[config.mk]
export PLATFORM = sky130hd
export DESIGN_NAME = doip_header_validator_core
export DESIGN_NICKNAME = d
export VERILOG_FILES = /design/src/rtl/dhv_pkg.sv /design/src/rtl/doip_header_validator_core.sv
export SDC_FILE = /design/constraint.sdc
export NUM_CORES = 1
export LEC_CHECK = 0
export BUFFER_PORTS_ARGS = -buffer_cell sky130_fd_sc_hd__buf_4
export CAP_MARGIN = 20
export CORE_UTILIZATION = 35
export CTS_CLUSTER_DIAMETER = 100
export CTS_CLUSTER_SIZE = 12
export DETAILED_ROUTE_END_ITERATION = 16
export PLACE_DENSITY_LB_ADDON = 0.05
export RECOVER_POWER = 50
export SYNTH_ARGS = -nofsm -noshare
export SYNTH_HDL_FRONTEND = slang
export SYNTH_SLANG_ARGS = --single-unit
[constraint.sdc]
create_clock -name clock -period 9.7 [get_ports clock]
set_input_delay 0.97 -clock clock [delete_from_list [all_inputs] [get_ports clock]]
set_output_delay 0.97 -clock clock [all_outputs]
set_load 0.03 [all_outputs]
[src/rtl/dhv_pkg.sv]
// Shared types and constants for the DoIP generic header validator.
// Item structs, verdict and negative-acknowledge codes, payload types and lengths.
// No dependencies.
package dhv_pkg;

   localparam int unsigned CSR_INDEX_WIDTH = 2;
   localparam int unsigned CSR_DATA_WIDTH  = 32;

   typedef enum logic [CSR_INDEX_WIDTH-1:0] {
      CSR_PROTOCOL_VERSION   = 2'd0,
      CSR_MAX_REQUEST_BYTES  = 2'd1,
      CSR_IGNORE_RESP_UDP    = 2'd2
   } csr_index_type;

   localparam logic [7:0]  PROTOCOL_VERSION_RESET  = 8'h02;
   localparam logic [31:0] MAX_REQUEST_BYTES_RESET = 32'd4095;
   localparam logic        IGNORE_RESP_UDP_RESET   = 1'b0;

   localparam logic [7:0] VERSION_DEFAULT     = 8'hFF;
   localparam logic [7:0] VERSION_DEFAULT_INV = 8'h00;

   localparam logic [15:0] PT_GEN_NACK    = 16'h0000;
   localparam logic [15:0] PT_VID_REQ     = 16'h0001;
   localparam logic [15:0] PT_VID_EID_REQ = 16'h0002;
   localparam logic [15:0] PT_VID_VIN_REQ = 16'h0003;
   localparam logic [15:0] PT_VID_RESP    = 16'h0004;
   localparam logic [15:0] PT_RA_REQ      = 16'h0005;
   localparam logic [15:0] PT_ALIVE_RESP  = 16'h0008;
   localparam logic [15:0] PT_STATUS_REQ  = 16'h4001;
   localparam logic [15:0] PT_STATUS_RESP = 16'h4002;
   localparam logic [15:0] PT_PMODE_REQ   = 16'h4003;
   localparam logic [15:0] PT_PMODE_RESP  = 16'h4004;
   localparam logic [15:0] PT_DIAG_MSG    = 16'h8001;

   localparam logic [31:0] LEN_VID_REQ      = 32'd0;
   localparam logic [31:0] LEN_VID_EID_REQ  = 32'd6;
   localparam logic [31:0] LEN_VID_VIN_REQ  = 32'd17;
   localparam logic [31:0] LEN_RA_REQ_SHORT = 32'd7;
   localparam logic [31:0] LEN_RA_REQ_LONG  = 32'd11;
   localparam logic [31:0] LEN_ALIVE_RESP   = 32'd2;
   localparam logic [31:0] LEN_DIAG_MIN     = 32'd4;
   localparam logic [31:0] LEN_STATUS_REQ   = 32'd0;
   localparam logic [31:0] LEN_PMODE_REQ    = 32'd0;

   typedef enum logic [1:0] {
      VERDICT_ACCEPT = 2'd0,
      VERDICT_NACK   = 2'd1,
      VERDICT_DROP   = 2'd2
   } verdict_type;

   typedef enum logic [1:0] {
      NACK_BAD_PROTOCOL = 2'd0,
      NACK_UNSUPPORTED  = 2'd1,
      NACK_TOO_LONG     = 2'd2,
      NACK_BAD_LENGTH   = 2'd3
   } nack_code_type;

   typedef struct packed {
      logic        is_tcp;
      logic        conn_registered;
      logic        activation_pending;
      logic [7:0]  version_byte;
      logic [7:0]  inverse_version_byte;
      logic [15:0] payload_kind;
      logic [31:0] payload_len;
   } req_type;

   typedef struct packed {
      verdict_type   verdict;
      nack_code_type nack_code;
   } rsp_type;

endpackage

[src/rtl/doip_header_validator_core.sv]
// Each accepted request passes the input register, then the result register.
// Throughput: one item per cycle while rsp_stall is low; an input register and
// a result register hold one item each, so a stalled response still lets one
// more request in. Reset: synchronous, active high; empties both registers and
// loads the configuration defaults (version 2, max length 4095, UDP response
// types rejected). Depends on dhv_pkg.
module doip_header_validator_core (
   input  logic                                   clock,
   input  logic                                   reset,
   input  logic                                   req_valid,
   output logic                                   req_stall,
   input  dhv_pkg::req_type                       req_data,
   output logic                                   rsp_valid,
   input  logic                                   rsp_stall,
   output dhv_pkg::rsp_type                       rsp_data,
   input  logic                                   csr_valid,
   output logic                                   csr_ready,
   input  logic [dhv_pkg::CSR_INDEX_WIDTH-1:0]    csr_index,
   input  logic [dhv_pkg::CSR_DATA_WIDTH-1:0]     csr_wdata
);

   logic [7:0]       protocol_version_ff;
   logic [31:0]      max_request_bytes_ff;
   logic             ignore_resp_udp_ff;

   logic             in_valid_ff;
   dhv_pkg::req_type in_data_ff;
   logic             out_valid_ff;
   dhv_pkg::rsp_type out_data_ff;
   dhv_pkg::rsp_type out_data_in;

   logic             out_free;
   logic             in_free;

   logic             is_vid;
   logic             version_ok;
   logic             type_ok;
   logic             length_ok;
   logic             too_long;
   logic [15:0]      kind;
   logic [31:0]      len;

   assign csr_ready = 1'b1;

   always_ff @(posedge clock) begin
      if (reset) begin
         protocol_version_ff  <= dhv_pkg::PROTOCOL_VERSION_RESET;
         max_request_bytes_ff <= dhv_pkg::MAX_REQUEST_BYTES_RESET;
         ignore_resp_udp_ff   <= dhv_pkg::IGNORE_RESP_UDP_RESET;
      end else if (csr_valid && csr_ready) begin
         if (csr_index == dhv_pkg::CSR_PROTOCOL_VERSION) begin
            protocol_version_ff <= csr_wdata[7:0];
         end
         if (csr_index == dhv_pkg::CSR_MAX_REQUEST_BYTES) begin
            max_request_bytes_ff <= csr_wdata[31:0];
         end
         if (csr_index == dhv_pkg::CSR_IGNORE_RESP_UDP) begin
            ignore_resp_udp_ff <= csr_wdata[0];
         end
      end
   end

   assign out_free  = !out_valid_ff || !rsp_stall;
   assign in_free   = !in_valid_ff || out_free;
   assign req_stall = !in_free;

   always_ff @(posedge clock) begin
      if (reset) begin
         in_valid_ff <= 1'b0;
      end else if (in_free) begin
         in_valid_ff <= req_valid;
      end
   end

   always_ff @(posedge clock) begin
      if (in_free && req_valid) begin
         in_data_ff <= req_data;
      end
   end

   assign kind = in_data_ff.payload_kind;
   assign len  = in_data_ff.payload_len;

   always_comb begin
      is_vid = (kind == dhv_pkg::PT_VID_REQ) || (kind == dhv_pkg::PT_VID_EID_REQ) ||
               (kind == dhv_pkg::PT_VID_VIN_REQ);
      version_ok =
         ((in_data_ff.version_byte == protocol_version_ff) &&
          (in_data_ff.inverse_version_byte == ~protocol_version_ff)) ||
         ((in_data_ff.version_byte == dhv_pkg::VERSION_DEFAULT) &&
          (in_data_ff.inverse_version_byte == dhv_pkg::VERSION_DEFAULT_INV) &&
          is_vid);
      if (in_data_ff.is_tcp) begin
         type_ok = (kind == dhv_pkg::PT_RA_REQ) || (kind == dhv_pkg::PT_ALIVE_RESP) ||
                   (kind == dhv_pkg::PT_DIAG_MSG);
      end else begin
         type_ok = is_vid || (kind == dhv_pkg::PT_STATUS_REQ) ||
                   (kind == dhv_pkg::PT_PMODE_REQ) ||
                   (ignore_resp_udp_ff &&
                    ((kind == dhv_pkg::PT_GEN_NACK) || (kind == dhv_pkg::PT_VID_RESP) ||
                     (kind == dhv_pkg::PT_STATUS_RESP) || (kind == dhv_pkg::PT_PMODE_RESP)));
      end
      unique case (kind)
         dhv_pkg::PT_VID_REQ:     length_ok = (len == dhv_pkg::LEN_VID_REQ);
         dhv_pkg::PT_VID_EID_REQ: length_ok = (len == dhv_pkg::LEN_VID_EID_REQ);
         dhv_pkg::PT_VID_VIN_REQ: length_ok = (len == dhv_pkg::LEN_VID_VIN_REQ);
         dhv_pkg::PT_RA_REQ: begin
            length_ok = (len == dhv_pkg::LEN_RA_REQ_SHORT) ||
                        (len == dhv_pkg::LEN_RA_REQ_LONG);
         end
         dhv_pkg::PT_ALIVE_RESP:  length_ok = (len == dhv_pkg::LEN_ALIVE_RESP);
         dhv_pkg::PT_DIAG_MSG:    length_ok = (len > dhv_pkg::LEN_DIAG_MIN);
         dhv_pkg::PT_STATUS_REQ:  length_ok = (len == dhv_pkg::LEN_STATUS_REQ);
         dhv_pkg::PT_PMODE_REQ:   length_ok = (len == dhv_pkg::LEN_PMODE_REQ);
         default:                 length_ok = 1'b1;
      endcase
      too_long = (len > max_request_bytes_ff);
   end

   always_comb begin
      out_data_in.verdict   = dhv_pkg::VERDICT_ACCEPT;
      out_data_in.nack_code = dhv_pkg::NACK_BAD_PROTOCOL;
      priority if (!version_ok) begin
         out_data_in.verdict   = dhv_pkg::VERDICT_NACK;
         out_data_in.nack_code = dhv_pkg::NACK_BAD_PROTOCOL;
      end else if (in_data_ff.is_tcp && !in_data_ff.conn_registered) begin
         if ((kind == dhv_pkg::PT_RA_REQ) ||
             ((kind == dhv_pkg::PT_ALIVE_RESP) && in_data_ff.activation_pending)) begin
            if (!length_ok) begin
               out_data_in.verdict   = dhv_pkg::VERDICT_NACK;
               out_data_in.nack_code = dhv_pkg::NACK_BAD_LENGTH;
            end
         end else begin
            out_data_in.verdict = dhv_pkg::VERDICT_DROP;
         end
      end else if (!type_ok) begin
         out_data_in.verdict   = dhv_pkg::VERDICT_NACK;
         out_data_in.nack_code = dhv_pkg::NACK_UNSUPPORTED;
      end else if (too_long) begin
         out_data_in.verdict   = dhv_pkg::VERDICT_NACK;
         out_data_in.nack_code = dhv_pkg::NACK_TOO_LONG;
      end else if (!length_ok) begin
         out_data_in.verdict   = dhv_pkg::VERDICT_NACK;
         out_data_in.nack_code = dhv_pkg::NACK_BAD_LENGTH;
      end else begin
         out_data_in.verdict = dhv_pkg::VERDICT_ACCEPT;
      end
   end

   always_ff @(posedge clock) begin
      if (reset) begin
         out_valid_ff <= 1'b0;
      end else if (out_free) begin
         out_valid_ff <= in_valid_ff;
      end
   end

   always_ff @(posedge clock) begin
      if (out_free && in_valid_ff) begin
         out_data_ff <= out_data_in;
      end
   end

   assign rsp_valid = out_valid_ff;
   assign rsp_data  = out_data_ff;

   a_advance: assert property (@(posedge clock) disable iff (reset)
      in_valid_ff && out_free |=> out_valid_ff)
      else $error("checked item did not reach the result register");

   a_stall_full: assert property (@(posedge clock) disable iff (reset)
      req_stall |-> in_valid_ff && out_valid_ff && rsp_stall)
      else $error("request stalled with a free slot");

   a_code_zero: assert property (@(posedge clock) disable iff (reset)
      out_valid_ff && (out_data_ff.verdict != dhv_pkg::VERDICT_NACK)
         |-> out_data_ff.nack_code == dhv_pkg::NACK_BAD_PROTOCOL)
      else $error("nonzero code without negative acknowledge");

   a_reset_cfg: assert property (@(posedge clock)
      reset |=> protocol_version_ff == dhv_pkg::PROTOCOL_VERSION_RESET &&
                max_request_bytes_ff == dhv_pkg::MAX_REQUEST_BYTES_RESET)
      else $error("configuration not at defaults after reset");

endmodule
==> impl_metrics.tcl, run 1 <==
set metrics [dict create \
    outcome "complete, but fails checks" \
    failed_checks "capacitance limit, slew limit" \
    area.growth.synth_to_final_pct 29.4 \
    io_buffers 111 \
    cts_resized 0 \
    synth_area_per_cell_um2 11.0 \
    clock_skew_ns 0.00733 \
    hp-class "flop to flop" \
    async_flop_share_pct 0 \
    rsz0062_at_grt "false" \
    regToRegStartpoint "len[17]" \
    grt_pass1_wl_um 19400 \
    final_hold_viol_count 0 \
    period_share_pct 26.7 \
    p_per_area_nw_per_um2 179 \
    cts.sinks 114 \
    post-cts-setup-buffer-count 0 \
    die_area_um2 15500 \
    wire_per_inst_um 15.1 \
    synth.area.top_cells "edfxtp_1, dfxtp_1, ha_1" \
    final_util_pct 46.5 \
    crit_top_cell "o21ai_1" \
    netlist_area_um2 5240 \
    synth_area_leader_cell "edfxtp_1" \
    viasPerCell 4.87 \
    drtIter0Drc 198 \
    ys_types 60 \
    drive_gt1_share_pct 24.3 \
    ys.flop_type "edfxtp_1" \
    irDropWorstVdd_v 0.000119 \
    synth_top_area_share_pct 40.7 \
    p_leak_nw 2.77 \
    clk_latency_ns 0.41 \
    grt_pass1_vias 3898 \
    yosys_warnings 0 \
    min_period_ns 2.59 \
    fmax_ghz 0.386 \
    die_w_um 124 \
    clockBufferDepth 2 \
    finalSetupTns_ns 0 \
    start_kind "flop" \
    setup_viol 0 \
    tritoncts "yes" \
    path_class "flop to flop" \
    max-slew-margin-rel_pct -30.8 \
    dr.pass1.iters 4 \
    cts_root_buf "clkbuf_16" \
    crit_path_start "len[17]" \
    cp.buffers_inverters 0 \
    antenna_found_initial 0 \
    io_pins 113 \
    tightest_slew_ns 1.96 \
    yosysMostFrequentCell "nand2_1" \
    ff2ff_setup_slack_ns 7.11 \
    yosysSeqAreaShare_pct 57.1 \
    numCtsBuffers 17 \
    slew_viol_final 44 \
    crit_family "compound AO/OA/AOI/OAI gates" \
    ys_seq_elements 114 \
    drc 0 \
    grtUsageTotal_pct 16.3 \
    place_hpwl_um 8640 \
    postSynthCellCount 478 \
    hp-start "max_request_bytes_ff[20]" \
    gp_congestion 0.761 \
    path_cells "ha_1 -> a21oi_1 -> o21ai_1 -> a221o_1 -> a2111o_1 -> o21ai_1 -> and3_1 -> o21bai_1" \
    synth_fp_nets 616 \
    max_stage_delay_ns 0.43 \
    grt_max_degree 68 \
    grt_overflow_total 0 \
    start_util_pct 35.9 \
    drv_cap 1 \
    synth_edf_count 71 \
    die_h_um 124 \
    core_um2 14600 \
    nNetsFinal 733 \
    ctsHtreeMaxLevel 4 \
    cts_hold_buf 0 \
    synth_commonest_cells "nand2_1, edfxtp_1, a21oi_1" \
    vias 3854 \
    cp-end-kind "flop" \
    path_max_fanout 3 \
    cp.arrival_ns 2.75 \
    antenna_cells 0 \
    antenna_left 0 \
    nFillCells 1349 \
    worst_path_max_delay_cell "a2111o_1" \
    wirelength_um 11900 \
    rows 44 \
    cp.required_ns 9.86 \
    clk_pin_slew_worst_paths_ns 0.05 \
]
==> per-stage QoR <==
stage	area, um2	instances	setup slack, ns	power [mW]	hold slack [ns]
floorplan	5240	478	4.93	0.617	0.436
global placement	6270	760	7.11	0.670	0.445
detailed placement	6270	760	7.08	0.672	0.447
CTS	6800	792	7.07	1.23	0.455
global route	6780	792	6.98	1.27	0.471
finish	6780	792	7.11	1.21	0.454
==> layer usage <==
layer / part of all wire [%] / up-vias / track usage [%]
li1: - / 1968 / -
met1: 47 / 1781 / 20.3
met2: 47 / 91 / 26.2
met3: 4.8 / 14 / 4.90
met4: 1.3 / 0 / 6.59
met5: 0 / - / 0
==> report_power, final <==
part / total, mW / leakage, nW / switching [mW] / internal [mW]
sequential: 0.560 / 1.04 / 0.0166 / 0.543
combinational: 0.0996 / 1.46 / 0.0483 / 0.0512
clock: 0.555 / 0.267 / 0.204 / 0.352
total: 1.21 / 2.77 / 0.269 / 0.946
==> state kept, by name, indices dropped and copies added (netlist names) <==
signal / flops
rsp_valid: 1
protocol_version_ff: 8
kind: 16
rsp_data: 4
in_data_ff: 19
in_valid_ff: 1
len: 32
ignore_resp_udp_ff: 1
max_request_bytes_ff: 32
==> final cells by class <==
type	instances	area (um2)	area share (%)
Clock buffer	26	500	7.38
Sequential cell	114	2990	44.1
Timing Repair Buffer	114	837	12.3
Clock inverter	6	30.0	0.443
Multi-Input combinational cell	310	2050	30.2
Inverter	38	143	2.10
Tap cell	184	230	3.39
==> worst min-delay path, delay by kind of cell (launching register included) <==
family           cells  cell delay, ns
AO/OA/AOI/OAI        1            0.05
flip-flops           1            0.30
AND/OR/NAND/NOR      1            0.05
==> path summary, 6_finish.rpt <==
kind	to	depth (start not counted)
worst min-delay path	max_request_bytes_ff[20]	2
worst min register to register	max_request_bytes_ff[20]	2
worst max register to register	rsp_data[2]	8
worst max-delay path	rsp_data[2]	8
==> cell usage in the layout, fill, tap and decap left out, types with 8 or more instances in the layout <==
cell type / n
clkbuf_1: 11
nand3b_1: 14
nor4_1: 9
clkbuf_4: 64
ha_1: 32
nand4_1: 10
a21oi_1: 47
nand2_1: 75
mux2i_1: 8
clkbuf_16: 18
nor2_1: 20
inv_1: 38
buf_4: 45
edfxtp_1: 71
dfxtp_1: 43
==> logic make-up after synthesis <==
family,after synthesis,share of synthesized area [%]
adder cells (fa/ha/maj),32,7.64
buffers and inverters,54,3.99
flip-flops,114,57.1
AO/OA/AOI/OAI,85,10.3
AND/OR/NAND/NOR,183,19.2
multiplexers,8,1.53
XOR/XNOR,1,0.167
other,1,0.0715
No activity file was read; power rests on OpenSTA's default activity.
==> run 2: changes to the inputs <==
==> constraint.sdc (replaced) <==
create_clock -name clock -period 2.5 [get_ports clock]
set_input_delay 0.25 -clock clock [delete_from_list [all_inputs] [get_ports clock]]
set_output_delay 0.25 -clock clock [all_outputs]
set_load 0.03 [all_outputs]
==> run 2 against run 1 <==
  * The run still ends with capacitance limit, slew limit left
  * Power rose to 4.5 times the previous value
  * Sequential share of layout area decreased by 4.2 points
  * Combinational power increased to 4.6 times the previous value
  * Critical path type unchanged
  * Largest power group is now clock
  * Highest routed layer unchanged
==> impl_metrics.tcl, run 2 (same netlist as run 1, synthesis figures left out) <==
set metrics [dict create \
    clk_pin_slew_worst_paths_ns 0.06 \
    drc 0 \
    drtIter0Drc 176 \
    cp.arrival_ns 2.61 \
    cp-end-kind "flop" \
    ff_latch_area_um2 2990 \
    tritoncts "yes" \
    antenna_cells 0 \
    clock_skew_ns 0.00719 \
    p_leak_nw 3.07 \
    io_pins 113 \
    irDropWorstVdd_v 0.000471 \
    start_kind "flop" \
    die_h_um 124 \
    p_per_area_nw_per_um2 735 \
    power_mw 5.51 \
    wirelength_um 12300 \
    cts.sinks 114 \
    path_class "flop to flop" \
    core_um2 14600 \
    period_share_pct 98.1 \
    drive_gt1_share_pct 23.4 \
    multi_input_area_um2 2070 \
    final_util_pct 51.4 \
    failed_checks "capacitance limit, slew limit" \
    nFillCells 1314 \
    antenna_found_initial 0 \
    grtUsageTotal_pct 16.7 \
    die_area_um2 15500 \
    die_w_um 124 \
    clk_latency_ns 0.42 \
    setup_slack_ns 0.0474 \
    pre_cts_slack_ns 0.0450 \
    max-slew-margin-rel_pct -26.0 \
    start_util_pct 35.9 \
    rows 44 \
    min_period_ns 2.45 \
    grt_overflow_total 0 \
    outcome "complete, but fails checks" \
    hp-class "input port to flop" \
    tightest_slew_ns 1.89 \
    grt_pass1_wl_um 20100 \
    cp.required_ns 2.66 \
    worstRegToRegCells 9 \
    viasPerCell 4.82 \
    final_common_cell "nand2_1" \
    antenna_left 0 \
    gp_congestion 0.786 \
    fmax_ghz 0.408 \
    grt_max_degree 68 \
    nNetsFinal 786 \
    cts_root_buf "clkbuf_16" \
    min_path_cells 1 \
    io_buffers 111 \
    wire_per_inst_um 14.5 \
    ctsHtreeMaxLevel 4 \
    final_hold_viol_count 0 \
    area.growth.synth_to_final_pct 43.1 \
    numCtsBuffers 17 \
    layout_common_cells "nand2_1, edfxtp_1, clkbuf_4" \
    drv_cap 1 \
    place_hpwl_um 8690 \
    path_max_fanout 3 \
    finalSetupTns_ns 0 \
    hold_slack_ns 0.0376 \
    grt_pass1_vias 4154 \
    dr.pass1.iters 5 \
    vias 4071 \
    clockBufferDepth 2 \
    slew_viol_final 33 \
    setup_viol 0 \
]
run 2: changes by cell type in the layout (fill, tap and decap cells not counted), sizes merged:
cell,previous run,this run
dlygate4sd3,0,49
bufinv,0,7
buf,45,49
clkbuf,95,91
clkinv,6,3
run 2: layer usage:
layer	wire (um)	GRT usage [%]	share of wire, %	vias to the layer above
li1	-	-	-	2069
met1	5780	21.2	47	1901
met2	5930	27.1	48	90
met3	457	4.94	3.7	11
met4	126	5.32	1.0	0
met5	0	0	0	-
run 2: final timing paths:
kind / startpoint / endpoint / slack (ns)
worst min-delay path: req_data[28] / len[28] / 0.04
worst min register to register: max_request_bytes_ff[21] / max_request_bytes_ff[21] / 0.45
worst max-delay path: len[17] / rsp_data[2] / 0.05
worst max register to register: len[17] / rsp_data[2] / 0.05
run 2: area by class of cell:
cell class	instances	area share, %
Sequential cell	114	39.9
Multi-Input combinational cell	310	27.5
Timing Repair Buffer	167	18.2
Clock buffer	22	6.34
Tap cell	184	3.07
Clock inverter	10	3.00
Inverter	38	1.90
run 2: report_power, final:
group | leakage [nW] | internal [mW] | total (mW) | switching (mW)
logic | 1.68 | 0.257 | 0.458 | 0.202
registers | 1.04 | 2.10 | 2.17 | 0.0645
clock network | 0.343 | 2.05 | 2.88 | 0.835
run 2: per-stage QoR:
| step | cells | cell area [um2] |
|---|---|---|
| 4_1_cts | 839 | 7450 |
| 2_1_floorplan | 478 | 5250 |
| 6_report | 845 | 7500 |
| 3_3_place_gp | 762 | 6300 |
| 5_1_grt | 845 | 7500 |
| 3_5_place_dp | 762 | 6300 |
run 2: repair_timing:
action | in CTS | in global routing
endpoints found under the setup margin | 0 | 3
buffers inserted | 0 | 2
hold endpoints to repair | 45 | 4
gates resized for setup | 0 | 2
hold buffers | 45 | 4
run 2: worst max-delay path, stage by stage (launching register included):
cell,delay [ns]
edfxtp_1,0.39
ha_1,0.31
a21oi_1,0.17
o21ai_1,0.10
a221o_1,0.37
a2111o_1,0.38
o21ai_2,0.12
buf_4,0.15
and3_1,0.15
o21bai_1,0.06
